### src/design/clint_pkg.sv
`default_nettype none

package clint_pkg;

    localparam int MAX_HARTS = 8;
    localparam int HART_W    = $clog2(MAX_HARTS);
    localparam int NHART_W   = 4;   // width of the harts-present count
    localparam int DIV_W     = 16;
    localparam int DIV_CNT_W = $clog2(DIV_W);
    localparam int QUEUE_DEPTH = 2;

    localparam logic [15:0] SOFT_END  = 16'h4000;
    localparam logic [15:0] TIMER_OFF = 16'hbff8;

    // bus action codes
    typedef enum logic [1:0] {
        ACT_READ  = 2'd0,
        ACT_WRITE = 2'd1,
        ACT_TICK  = 2'd2
    } t_action;

    // config register indexes
    localparam logic REG_HART_COUNT = 1'b0;
    localparam logic REG_TICK_DIV   = 1'b1;

    // classified operation handed from front to back
    typedef enum logic [3:0] {
        OP_NONE,      // no read data, no state change
        OP_RD_ZERO,   // valid read of an absent hart
        OP_RD_SOFT,
        OP_RD_TIMER,
        OP_RD_CMP,
        OP_WR_SOFT,
        OP_WR_TIMER,
        OP_WR_CMP,
        OP_UPDATE,    // 8-byte write to absent hart: only refresh timer irqs
        OP_TICK
    } t_op;

    typedef struct packed {
        t_op                op;
        logic [HART_W-1:0]  hart;
        logic [3:0]         len;
        logic [63:0]        data;
        logic [DIV_W-1:0]   advance;
    } t_cmd;

    // keep the low len bytes; len of 8 or more keeps all
    function automatic logic [63:0] trunc_bytes(input logic [63:0] v, input logic [3:0] len);
        logic [63:0] m;
        for (int b = 0; b < 8; b++) begin
            m[b*8 +: 8] = (4'(b) < len) ? 8'hff : 8'h00;
        end
        return v & m;
    endfunction

endpackage

`default_nettype wire

### src/design/clint_if.sv
`default_nettype none

interface clint_req_if;
    logic        valid;
    logic        ready;
    logic [1:0]  action;
    logic [15:0] offset;
    logic [3:0]  access_length;
    logic [63:0] write_data;
    logic [15:0] advance;

    modport source(output valid, action, offset, access_length, write_data, advance,
                   input ready);
    modport sink(input valid, action, offset, access_length, write_data, advance,
                 output ready);
endinterface

interface clint_rsp_if;
    logic        valid;
    logic        ready;
    logic [63:0] read_data;
    logic        read_valid;
    logic [7:0]  soft_pending;
    logic [7:0]  timer_pending;

    modport source(output valid, read_data, read_valid, soft_pending, timer_pending,
                   input ready);
    modport sink(input valid, read_data, read_valid, soft_pending, timer_pending,
                 output ready);
endinterface

`default_nettype wire

### src/design/clint_front.sv
`default_nettype none

module clint_front (
    clint_req_if.sink                        i_req,
    input  wire logic [clint_pkg::NHART_W-1:0] i_harts,
    input  wire logic                        i_full,
    output logic                             o_push,
    output clint_pkg::t_cmd                  o_cmd
);
    import clint_pkg::*;

    logic [11:0] w_soft_idx;
    logic [15:0] w_rel;
    logic [12:0] w_cmp_idx;
    logic        w_soft_ok;
    logic        w_cmp_ok;
    logic        w_is_soft;

    assign i_req.ready = !i_full;
    assign o_push      = i_req.valid && !i_full;

    always_comb begin
        w_soft_idx = i_req.offset[13:2];
        w_rel      = i_req.offset - SOFT_END;
        w_cmp_idx  = w_rel[15:3];
        w_soft_ok  = w_soft_idx < 12'(i_harts);
        w_cmp_ok   = w_cmp_idx < 13'(i_harts);
        w_is_soft  = i_req.offset < SOFT_END;

        o_cmd.op      = OP_NONE;
        o_cmd.hart    = '0;
        o_cmd.len     = i_req.access_length;
        o_cmd.data    = i_req.write_data;
        o_cmd.advance = i_req.advance;

        unique case (t_action'(i_req.action))
            ACT_READ: begin
                if (w_is_soft) begin
                    if (i_req.offset[1:0] == 2'b00) begin
                        o_cmd.op   = w_soft_ok ? OP_RD_SOFT : OP_RD_ZERO;
                        o_cmd.hart = w_soft_idx[HART_W-1:0];
                    end
                end else if (i_req.offset == TIMER_OFF) begin
                    o_cmd.op = OP_RD_TIMER;
                end else if (i_req.offset[2:0] == 3'b000) begin
                    o_cmd.op   = w_cmp_ok ? OP_RD_CMP : OP_RD_ZERO;
                    o_cmd.hart = w_cmp_idx[HART_W-1:0];
                end
            end
            ACT_WRITE: begin
                if (w_is_soft) begin
                    if (i_req.offset[1:0] == 2'b00 && i_req.access_length >= 4'd4
                            && w_soft_ok) begin
                        o_cmd.op   = OP_WR_SOFT;
                        o_cmd.hart = w_soft_idx[HART_W-1:0];
                    end
                end else if (i_req.access_length == 4'd8) begin
                    // index rounds down: misaligned compare writes still land
                    if (i_req.offset == TIMER_OFF) begin
                        o_cmd.op = OP_WR_TIMER;
                    end else if (w_cmp_ok) begin
                        o_cmd.op   = OP_WR_CMP;
                        o_cmd.hart = w_cmp_idx[HART_W-1:0];
                    end else begin
                        o_cmd.op = OP_UPDATE;
                    end
                end
            end
            ACT_TICK: begin
                o_cmd.op = OP_TICK;
            end
            default: begin
                o_cmd.op = OP_NONE;
            end
        endcase
    end

endmodule

`default_nettype wire

### src/design/clint_queue.sv
`default_nettype none

module clint_queue (
    input  wire logic            i_clk,
    input  wire logic            i_rst_n,
    input  wire logic            i_push,
    input  wire clint_pkg::t_cmd i_push_cmd,
    input  wire logic            i_pop,
    output logic                 o_full,
    output logic                 o_empty,
    output clint_pkg::t_cmd      o_pop_cmd
);
    import clint_pkg::*;

    localparam int PTR_W = $clog2(QUEUE_DEPTH);
    localparam int CNT_W = $clog2(QUEUE_DEPTH + 1);

    t_cmd             r_mem [QUEUE_DEPTH];
    logic [PTR_W-1:0] r_wr_ptr;
    logic [PTR_W-1:0] r_rd_ptr;
    logic [CNT_W-1:0] r_count;

    assign o_full    = r_count == CNT_W'(QUEUE_DEPTH);
    assign o_empty   = r_count == '0;
    assign o_pop_cmd = r_mem[r_rd_ptr];

    always_ff @(posedge i_clk) begin
        if (i_push) begin
            r_mem[r_wr_ptr] <= i_push_cmd;
        end
    end

    always_ff @(posedge i_clk) begin
        if (!i_rst_n) begin
            r_wr_ptr <= '0;
            r_rd_ptr <= '0;
            r_count  <= '0;
        end else begin
            if (i_push) begin
                r_wr_ptr <= (r_wr_ptr == PTR_W'(QUEUE_DEPTH - 1)) ? '0 : r_wr_ptr + 1'b1;
            end
            if (i_pop) begin
                r_rd_ptr <= (r_rd_ptr == PTR_W'(QUEUE_DEPTH - 1)) ? '0 : r_rd_ptr + 1'b1;
            end
            if (i_push && !i_pop) begin
                r_count <= r_count + 1'b1;
            end else if (!i_push && i_pop) begin
                r_count <= r_count - 1'b1;
            end
        end
    end

endmodule

`default_nettype wire

### src/design/clint_back.sv
`default_nettype none

module clint_back (
    input  wire logic                          i_clk,
    input  wire logic                          i_rst_n,
    input  wire logic [clint_pkg::NHART_W-1:0] i_harts,
    input  wire logic [clint_pkg::DIV_W-1:0]   i_div,
    input  wire logic                          i_empty,
    input  wire clint_pkg::t_cmd               i_cmd,
    output logic                               o_pop,
    clint_rsp_if.source                        o_rsp
);
    import clint_pkg::*;

    typedef enum logic [2:0] {
        S_IDLE,
        S_DIV,
        S_ADD,
        S_CMP,
        S_OUT
    } t_state;

    t_state                r_state;
    logic [MAX_HARTS-1:0]  r_soft;
    logic [63:0]           r_cmp [MAX_HARTS];
    logic [63:0]           r_timer;
    logic [MAX_HARTS-1:0]  r_irq;
    logic [DIV_W-1:0]      r_quo;
    logic [DIV_W-1:0]      r_rem;
    logic [DIV_CNT_W-1:0]  r_cnt;

    logic                  r_out_valid;
    logic [63:0]           r_out_data;
    logic                  r_out_rvalid;
    logic [7:0]            r_out_soft;
    logic [7:0]            r_out_timer;

    logic                  w_out_free;
    logic                  w_out_load;
    logic                  w_immediate;
    logic [MAX_HARTS-1:0]  w_mask;
    logic [MAX_HARTS-1:0]  w_irq;
    logic [MAX_HARTS-1:0]  w_soft_new;
    logic [63:0]           w_rd_data;
    logic                  w_rd_valid;
    logic [DIV_W:0]        w_rem_sh;
    logic                  w_ge;
    logic [DIV_W-1:0]      w_rem_nx;

    assign o_rsp.valid         = r_out_valid;
    assign o_rsp.read_data     = r_out_data;
    assign o_rsp.read_valid    = r_out_rvalid;
    assign o_rsp.soft_pending  = r_out_soft;
    assign o_rsp.timer_pending = r_out_timer;

    assign w_out_free = !r_out_valid || o_rsp.ready;
    assign o_pop      = (r_state == S_IDLE) && !i_empty && w_out_free;
    // output register takes a new result this cycle
    assign w_out_load = (o_pop && w_immediate) || ((r_state == S_OUT) && w_out_free);

    // restoring divide, one quotient bit per cycle
    assign w_rem_sh = {r_rem, r_quo[DIV_W-1]};
    assign w_ge     = w_rem_sh >= {1'b0, i_div};
    assign w_rem_nx = w_ge ? DIV_W'(w_rem_sh - {1'b0, i_div}) : w_rem_sh[DIV_W-1:0];

    always_comb begin
        for (int h = 0; h < MAX_HARTS; h++) begin
            w_mask[h] = NHART_W'(h) < i_harts;
            w_irq[h]  = w_mask[h] && (r_timer >= r_cmp[h]);
        end

        w_soft_new = r_soft;
        if (i_cmd.op == OP_WR_SOFT) begin
            w_soft_new[i_cmd.hart] = i_cmd.data[0];
        end

        w_immediate = 1'b1;
        w_rd_valid  = 1'b0;
        w_rd_data   = '0;
        case (i_cmd.op)
            OP_RD_ZERO: begin
                w_rd_valid = 1'b1;
            end
            OP_RD_SOFT: begin
                w_rd_valid = 1'b1;
                w_rd_data  = trunc_bytes(64'(r_soft[i_cmd.hart]), i_cmd.len);
            end
            OP_RD_TIMER: begin
                w_rd_valid = 1'b1;
                w_rd_data  = trunc_bytes(r_timer, i_cmd.len);
            end
            OP_RD_CMP: begin
                w_rd_valid = 1'b1;
                w_rd_data  = trunc_bytes(r_cmp[i_cmd.hart], i_cmd.len);
            end
            OP_WR_TIMER, OP_WR_CMP, OP_UPDATE, OP_TICK: begin
                w_immediate = 1'b0;
            end
            default: begin
                w_immediate = 1'b1;
            end
        endcase
    end

    always_ff @(posedge i_clk) begin
        if (!i_rst_n) begin
            r_state     <= S_IDLE;
            r_out_valid <= 1'b0;
            r_soft      <= '0;
            r_timer     <= '0;
            r_irq       <= '0;
            for (int h = 0; h < MAX_HARTS; h++) begin
                r_cmp[h] <= '1;
            end
        end else begin
            if (o_rsp.valid && o_rsp.ready && !w_out_load) begin
                r_out_valid <= 1'b0;
            end
            unique case (r_state)
                S_IDLE: begin
                    if (o_pop) begin
                        case (i_cmd.op)
                            OP_WR_SOFT: begin
                                r_soft <= w_soft_new;
                            end
                            OP_WR_TIMER: begin
                                r_timer <= i_cmd.data;
                                r_state <= S_CMP;
                            end
                            OP_WR_CMP: begin
                                r_cmp[i_cmd.hart] <= i_cmd.data;
                                r_state           <= S_CMP;
                            end
                            OP_UPDATE: begin
                                r_state <= S_CMP;
                            end
                            OP_TICK: begin
                                r_quo   <= i_cmd.advance;
                                r_rem   <= '0;
                                r_cnt   <= '0;
                                r_state <= S_DIV;
                            end
                            default: begin
                            end
                        endcase
                        if (w_immediate) begin
                            r_out_valid  <= 1'b1;
                            r_out_data   <= w_rd_data;
                            r_out_rvalid <= w_rd_valid;
                            r_out_soft   <= 8'(w_soft_new & w_mask);
                            r_out_timer  <= 8'(r_irq & w_mask);
                        end
                    end
                end
                S_DIV: begin
                    r_rem <= w_rem_nx;
                    r_quo <= {r_quo[DIV_W-2:0], w_ge};
                    r_cnt <= r_cnt + 1'b1;
                    if (r_cnt == DIV_CNT_W'(DIV_W - 1)) begin
                        r_state <= S_ADD;
                    end
                end
                S_ADD: begin
                    r_timer <= r_timer + 64'(r_quo);
                    r_state <= S_CMP;
                end
                S_CMP: begin
                    r_irq   <= w_irq;
                    r_state <= S_OUT;
                end
                S_OUT: begin
                    if (w_out_free) begin
                        r_out_valid  <= 1'b1;
                        r_out_data   <= '0;
                        r_out_rvalid <= 1'b0;
                        r_out_soft   <= 8'(r_soft & w_mask);
                        r_out_timer  <= 8'(r_irq & w_mask);
                        r_state      <= S_IDLE;
                    end
                end
                default: begin
                    r_state <= S_IDLE;
                end
            endcase
        end
    end

endmodule

`default_nettype wire

### src/design/core_local_interruptor.sv
// Core-local interruptor: soft bits, per-hart 64-bit compares and a 64-bit timer.
// With the back idle, reads, soft writes and no-op requests go from the queue into
// the output register; timer/compare writes pass through the compare and output
// states; a tick first runs the bit-serial divider for advance / tick divider and
// adds the quotient to the timer. The back takes one request at a time, the queue
// holds two more. Synchronous active-low reset clears timer, soft, irq bits.
`default_nettype none

module core_local_interruptor (
    input  wire logic        i_clk,
    input  wire logic        i_rst_n,
    clint_req_if.sink        i_req,
    clint_rsp_if.source      o_rsp,
    input  wire logic        psel,
    input  wire logic        penable,
    input  wire logic        pwrite,
    input  wire logic [2:0]  paddr,
    input  wire logic [31:0] pwdata,
    output logic [31:0]      prdata,
    output logic             pready
);
    import clint_pkg::*;

    // config registers; compares reset to all ones in the back
    logic [3:0]         r_hart_count;
    logic [DIV_W-1:0]   r_tick_div;

    // effective values: hart count clamped, zero divider acts as one
    logic [NHART_W-1:0] w_harts;
    logic [DIV_W-1:0]   w_div;

    // front -> queue -> back
    logic               w_push;
    t_cmd               w_push_cmd;
    logic               w_full;
    logic               w_empty;
    logic               w_pop;
    t_cmd               w_pop_cmd;

    assign pready = 1'b1;

    // register select is paddr[2]: hart_count at 0, tick divider at 4
    always_ff @(posedge i_clk) begin
        if (!i_rst_n) begin
            r_hart_count <= 4'd8;
            r_tick_div   <= DIV_W'(1);
        end else if (psel && penable && pwrite) begin
            if (paddr[2] == REG_HART_COUNT) begin
                r_hart_count <= pwdata[3:0];
            end else begin
                r_tick_div <= pwdata[DIV_W-1:0];
            end
        end
    end

    assign prdata = (paddr[2] == REG_TICK_DIV) ? 32'(r_tick_div)
                                               : 32'(r_hart_count);

    assign w_harts = (r_hart_count > NHART_W'(MAX_HARTS)) ? NHART_W'(MAX_HARTS)
                                                          : r_hart_count;
    assign w_div   = (r_tick_div == '0) ? DIV_W'(1) : r_tick_div;

    // front: request handshake and address decode
    clint_front u_front (
        .i_req   (i_req),
        .i_harts (w_harts),
        .i_full  (w_full),
        .o_push  (w_push),
        .o_cmd   (w_push_cmd)
    );

    // two-entry queue lets a new request in while the back is busy or stalled
    clint_queue u_queue (
        .i_clk      (i_clk),
        .i_rst_n    (i_rst_n),
        .i_push     (w_push),
        .i_push_cmd (w_push_cmd),
        .i_pop      (w_pop),
        .o_full     (w_full),
        .o_empty    (w_empty),
        .o_pop_cmd  (w_pop_cmd)
    );

    // back: state, divider, compare update and the output register
    clint_back u_back (
        .i_clk   (i_clk),
        .i_rst_n (i_rst_n),
        .i_harts (w_harts),
        .i_div   (w_div),
        .i_empty (w_empty),
        .i_cmd   (w_pop_cmd),
        .o_pop   (w_pop),
        .o_rsp   (o_rsp)
    );

endmodule

`default_nettype wire
### src/flat_wrapper.sv
// flat-port wrapper written by rule: the top's interface ports become plain ports
module core_local_interruptor_flat import clint_pkg::*;
  (i_clk, i_rst_n, psel, penable, pwrite, paddr, pwdata, prdata, pready, i_req_valid, i_req_action, i_req_offset, i_req_access_length, i_req_write_data, i_req_advance, i_req_ready, o_rsp_valid, o_rsp_read_data, o_rsp_read_valid, o_rsp_soft_pending, o_rsp_timer_pending, o_rsp_ready);
  clint_req_if i_req_i ();
  clint_rsp_if o_rsp_i ();
  input  wire logic i_clk;
  input  wire logic i_rst_n;
  input  wire logic psel;
  input  wire logic penable;
  input  wire logic pwrite;
  input  wire logic [2:0] paddr;
  input  wire logic [31:0] pwdata;
  output logic [31:0] prdata;
  output logic pready;
  input wire logic [$bits(i_req_i.valid)-1:0] i_req_valid;
  input wire logic [$bits(i_req_i.action)-1:0] i_req_action;
  input wire logic [$bits(i_req_i.offset)-1:0] i_req_offset;
  input wire logic [$bits(i_req_i.access_length)-1:0] i_req_access_length;
  input wire logic [$bits(i_req_i.write_data)-1:0] i_req_write_data;
  input wire logic [$bits(i_req_i.advance)-1:0] i_req_advance;
  output wire logic [$bits(i_req_i.ready)-1:0] i_req_ready;
  output wire logic [$bits(o_rsp_i.valid)-1:0] o_rsp_valid;
  output wire logic [$bits(o_rsp_i.read_data)-1:0] o_rsp_read_data;
  output wire logic [$bits(o_rsp_i.read_valid)-1:0] o_rsp_read_valid;
  output wire logic [$bits(o_rsp_i.soft_pending)-1:0] o_rsp_soft_pending;
  output wire logic [$bits(o_rsp_i.timer_pending)-1:0] o_rsp_timer_pending;
  input wire logic [$bits(o_rsp_i.ready)-1:0] o_rsp_ready;
  assign i_req_i.valid = i_req_valid;
  assign i_req_i.action = i_req_action;
  assign i_req_i.offset = i_req_offset;
  assign i_req_i.access_length = i_req_access_length;
  assign i_req_i.write_data = i_req_write_data;
  assign i_req_i.advance = i_req_advance;
  assign i_req_ready = i_req_i.ready;
  assign o_rsp_valid = o_rsp_i.valid;
  assign o_rsp_read_data = o_rsp_i.read_data;
  assign o_rsp_read_valid = o_rsp_i.read_valid;
  assign o_rsp_soft_pending = o_rsp_i.soft_pending;
  assign o_rsp_timer_pending = o_rsp_i.timer_pending;
  assign o_rsp_i.ready = o_rsp_ready;
  core_local_interruptor u_core (.i_clk(i_clk), .i_rst_n(i_rst_n), .i_req(i_req_i), .o_rsp(o_rsp_i), .psel(psel), .penable(penable), .pwrite(pwrite), .paddr(paddr), .pwdata(pwdata), .prdata(prdata), .pready(pready));
endmodule
### config.mk
export PLATFORM = sky130hd
export DESIGN_NAME = core_local_interruptor_flat
export DESIGN_NICKNAME = d
export VERILOG_FILES = /design/src/design/clint_pkg.sv /design/src/design/clint_if.sv /design/src/design/clint_front.sv /design/src/design/clint_queue.sv /design/src/design/clint_back.sv /design/src/design/core_local_interruptor.sv /design/src/flat_wrapper.sv
export SDC_FILE = /design/constraint.sdc
export NUM_CORES = 2
export LEC_CHECK = 0
export ABC_AREA = 1
export BUFFER_PORTS_ARGS = -buffer_cell sky130_fd_sc_hd__buf_4
export CAP_MARGIN = 10
export CORE_UTILIZATION = 40
export CTS_BUF_LIST = sky130_fd_sc_hd__clkbuf_16
export DETAILED_ROUTE_END_ITERATION = 12
export GPL_ROUTABILITY_DRIVEN = 0
export SLEW_MARGIN = 10
export SYNTH_ARGS = -nofsm -noshare
export SYNTH_HDL_FRONTEND = slang
export SYNTH_HIERARCHICAL = 1
export SYNTH_SLANG_ARGS = --single-unit
export TNS_END_PERCENT = 100
### constraint.sdc
create_clock -name i_clk -period 15.4 [get_ports i_clk]
set_input_delay 0.77 -clock i_clk [delete_from_list [all_inputs] [get_ports i_clk]]
set_output_delay 0.77 -clock i_clk [all_outputs]
set_load 0.02 [all_outputs]
==> flow_summary.toml <==
[power]
power_frac_seq = 0.392
p_sw_mw = 3.45
p_total_mw = 8.65
swShare = 0.398
combPwrFrac = 0.330
p_leak_nw = 29.1
internal_power_mw = 5.21
clkPwrFrac = 0.278
p_per_area_nw_per_um2 = 138
peakVddDrop_v = 0.0000942

[sta]
clock_skew_ps = 40.7
post-route-period-util = 0.341
slew_violations = 0
finalSetupViolCount = 0
fin_ws_ps = 10150
fmax_ghz = 0.191
finalHoldViolations = 0
tightest_slew_ps = 1130
relSlewSlack = 0.245
period_minus_slack_ps = 5250
tns_ps = 0
rsz0062_at_grt = "no"

[cells_and_area]
fin_nets = 7106
area_growth_pct = 10.6
fin_cells = 8372
final_layout_size_suffix_gt1_frac = 0.0945
fin_util = 0.448

[clocking]
clockBufferDepth = 3
cts_resized = 0
cts_hold_buf = 0
htree_num_levels = 3
worstSkewPairLatency_ps = 750
post-cts-setup-buffers = 0
path_clk_slew_ps = 60
cts_buffers = 103
cts.sinks = 920
cts_tree = "done"
cts_root_buffer = "clkbuf_16"

[worst_setup_path]
required_ps = 15850
r2r_end = "u_core/u_back/o_rsp.read_data[19]"
rrSetupSlack_ps = 10150
crit_chain = "buf_4 -> mux2_4 -> nor2_4 -> nand2_2 -> inv_2 -> buf_4 -> o221ai_1 -> o41ai_1 -> inv_1"
worstPathMaxFanout = 45
crit_type = "flop to flop"
crit_arrival_ps = 5690
endpoint_kind = "flop"
critPathBufInv = 4
startpoint_type = "flop"
critical-path-top-delay-family = "buffers and inverters"
crit_top_cell = "buf_4"
max_stage_delay_ps = 740
cp_slowest_cell = "buf_4"
r2r_cells = 9

[worst_hold_path]
hp-start = "i_req_advance[10]"
hold_path_end = "u_core/u_queue/r_mem[1][10]"
min_delay_path_depth = 1
hp-class = "primary input to flop"

[logic_synthesis]
synth_cell_types = 63
synth_largest_area_cell = "edfxtp_1"
syn_area_per_cell_um2 = 8.99
synth.area.top_cells = "edfxtp_1 43%, ha_1 12%, nand2_1 10%"
synthFlopType = "edfxtp_1"
yosysMostFrequentCell = "nand2_1"
syn_inst = 6296
seq_area_frac_synth = 0.469
synth_common_cells = "1,582 x nand2_1, 941 x inv_1, 811 x edfxtp_1"
yosys_warnings = 6
synth_edf_count = 811
yosys_register_bits = 920
synth_area_um2 = 56600
yosysTopAreaCellShare = 0.430
synth-async-reset-ratio = 0

[drt]
wl_met1_mm = 79.4
viasPerCell = 5.53
wl_met2_mm = 85.9
ant_nets = 0
routed_wirelength_mm = 195
wl_met3_mm = 19.0
top_layer = "met5"
firstDrtPassIters = 6
num_vias = 46300
drtIter0Drc = 5383
drc = 0
routedWlPerCell_um = 23.3

[floorplan]
die_area_um2 = 143000
start_util = 0.405
io_pins = 260
fp.dieH_um = 378
dieWidth_um = 378
core_um2 = 140000
rows = 137

[placed_design]
port_buffers = 224
dp_cells = 8179
place_hpwl_mm = 139
pre_cts_ws_ps = 10310

[run]
max-cap-violations = 0

[global_routing]
grt_pass1_vias = 43700
grt_max_degree = 89
grt_util_all_layers = 0.268
grt_first_pass_wirelength_mm = 283
grt.overflow.total = 0
antenna_found_initial = 7

[outcome]
status = "completed"
-- layout make-up --
cell class / instances / area (um^2)
diodes: 1 / 2.50
clock buffers: 103 / 2580
clock inverters: 89 / 638
fillers: 13600 / 77300
inverters: 987 / 3710
multi-input cells: 4103 / 24600
flip-flops and latches: 920 / 26500
well taps: 1876 / 2350
repair buffers: 293 / 2200
-- per-layer routing --
metal  GRT usage  vias up
met2       0.419     2261
met3      0.0516      440
met5           0        -
li1            -    21400
met1       0.351    22200
met4       0.139        2
-- cells by family (layout without fill, tap and decap cells) --
family,after synthesis,in the layout,share of synthesized area
fa+ha+maj,554,554,0.123
compound gates,1026,1026,0.105
mux,91,91,0.0241
other cells,2,18,0.000133
simple gates,2392,2392,0.174
buf+inv,1288,1472,0.101
flops,920,920,0.469
xor+xnor,23,23,0.00356
-- stage by stage --
stage | cell area [um^2] | hold slack (ps)
2_1_floorplan | 56700 | 441
3_5_place_dp | 59400 | 457
6_report | 62600 | 214
4_1_cts | 62600 | 167
3_3_place_gp | 59400 | 452
5_1_grt | 62600 | 202
-- flip-flops by register name, summed over array words and instances, names as in the netlist, 2 cells and up, named ones only --
name,count
u_core/r_hart_count,4
u_core/r_tick_div,16
u_core/u_back/o_rsp.read_data,64
u_core/u_back/o_rsp.soft_pending,8
u_core/u_back/o_rsp.timer_pending,8
u_core/u_back/r_cmp,512
u_core/u_back/r_cnt,4
u_core/u_back/r_irq,8
u_core/u_back/r_quo,16
u_core/u_back/r_rem,16
u_core/u_back/r_soft,8
u_core/u_back/r_state,3
u_core/u_back/r_timer,64
u_core/u_queue/r_count,2
u_core/u_queue/r_mem,182
-- power groups by stage --
stage / logic, mW / registers [mW] / clock network, mW
global placement: 2.74 / 3.42 / 0
finish: 2.85 / 3.39 / 2.41
CTS: 2.80 / 3.37 / 2.45
floorplan: 1.70 / 3.43 / 0
global route: 3.08 / 3.41 / 2.52
detailed placement: 2.79 / 3.42 / 0
-- worst max path at each step --
| stage | depth (start not counted) | end | slack (ps) |
|---|---|---|---|
| after global routing | 9 | u_core/u_back/o_rsp.read_data[19] | 10100 |
| after floorplan | 8 | u_core/u_back/o_rsp.read_data[0] | 670 |
| after detailed placement | 9 | u_core/u_back/o_rsp.read_data[19] | 10310 |
| after CTS | 9 | u_core/u_back/o_rsp.read_data[19] | 10270 |
| after global placement | 9 | u_core/u_back/o_rsp.read_data[19] | 10260 |
| final | 9 | u_core/u_back/o_rsp.read_data[19] | 10150 |
-- worst reg2reg max path, stage by stage (launching register included) --
cell      delay, ps
dfxtp_4         680
buf_4           640
mux2_4          420
nor2_4          200
nand2_2         430
inv_2           730
buf_4           740
o221ai_1        320
o41ai_1         710
inv_1            90
-- placed cells by master (no fill, tap or decap), types with 21 or more instances in the layout --
cell,count
nand3_1,193
o211ai_1,23
nand2_1,1580
nand3b_1,23
clkinv_2,21
edfxtp_1,811
o22ai_1,105
dfxtp_1,108
o21a_1,27
clkbuf_16,103
o21ai_0,194
nand4_1,73
nor2_1,383
o221ai_1,41
o2111ai_1,22
a221oi_1,36
mux2_4,90
buf_4,293
nor3_1,65
clkinv_1,59
inv_1,953
ha_1,552
a21oi_1,498
Note: power is estimated with default switching activity, not from simulation.
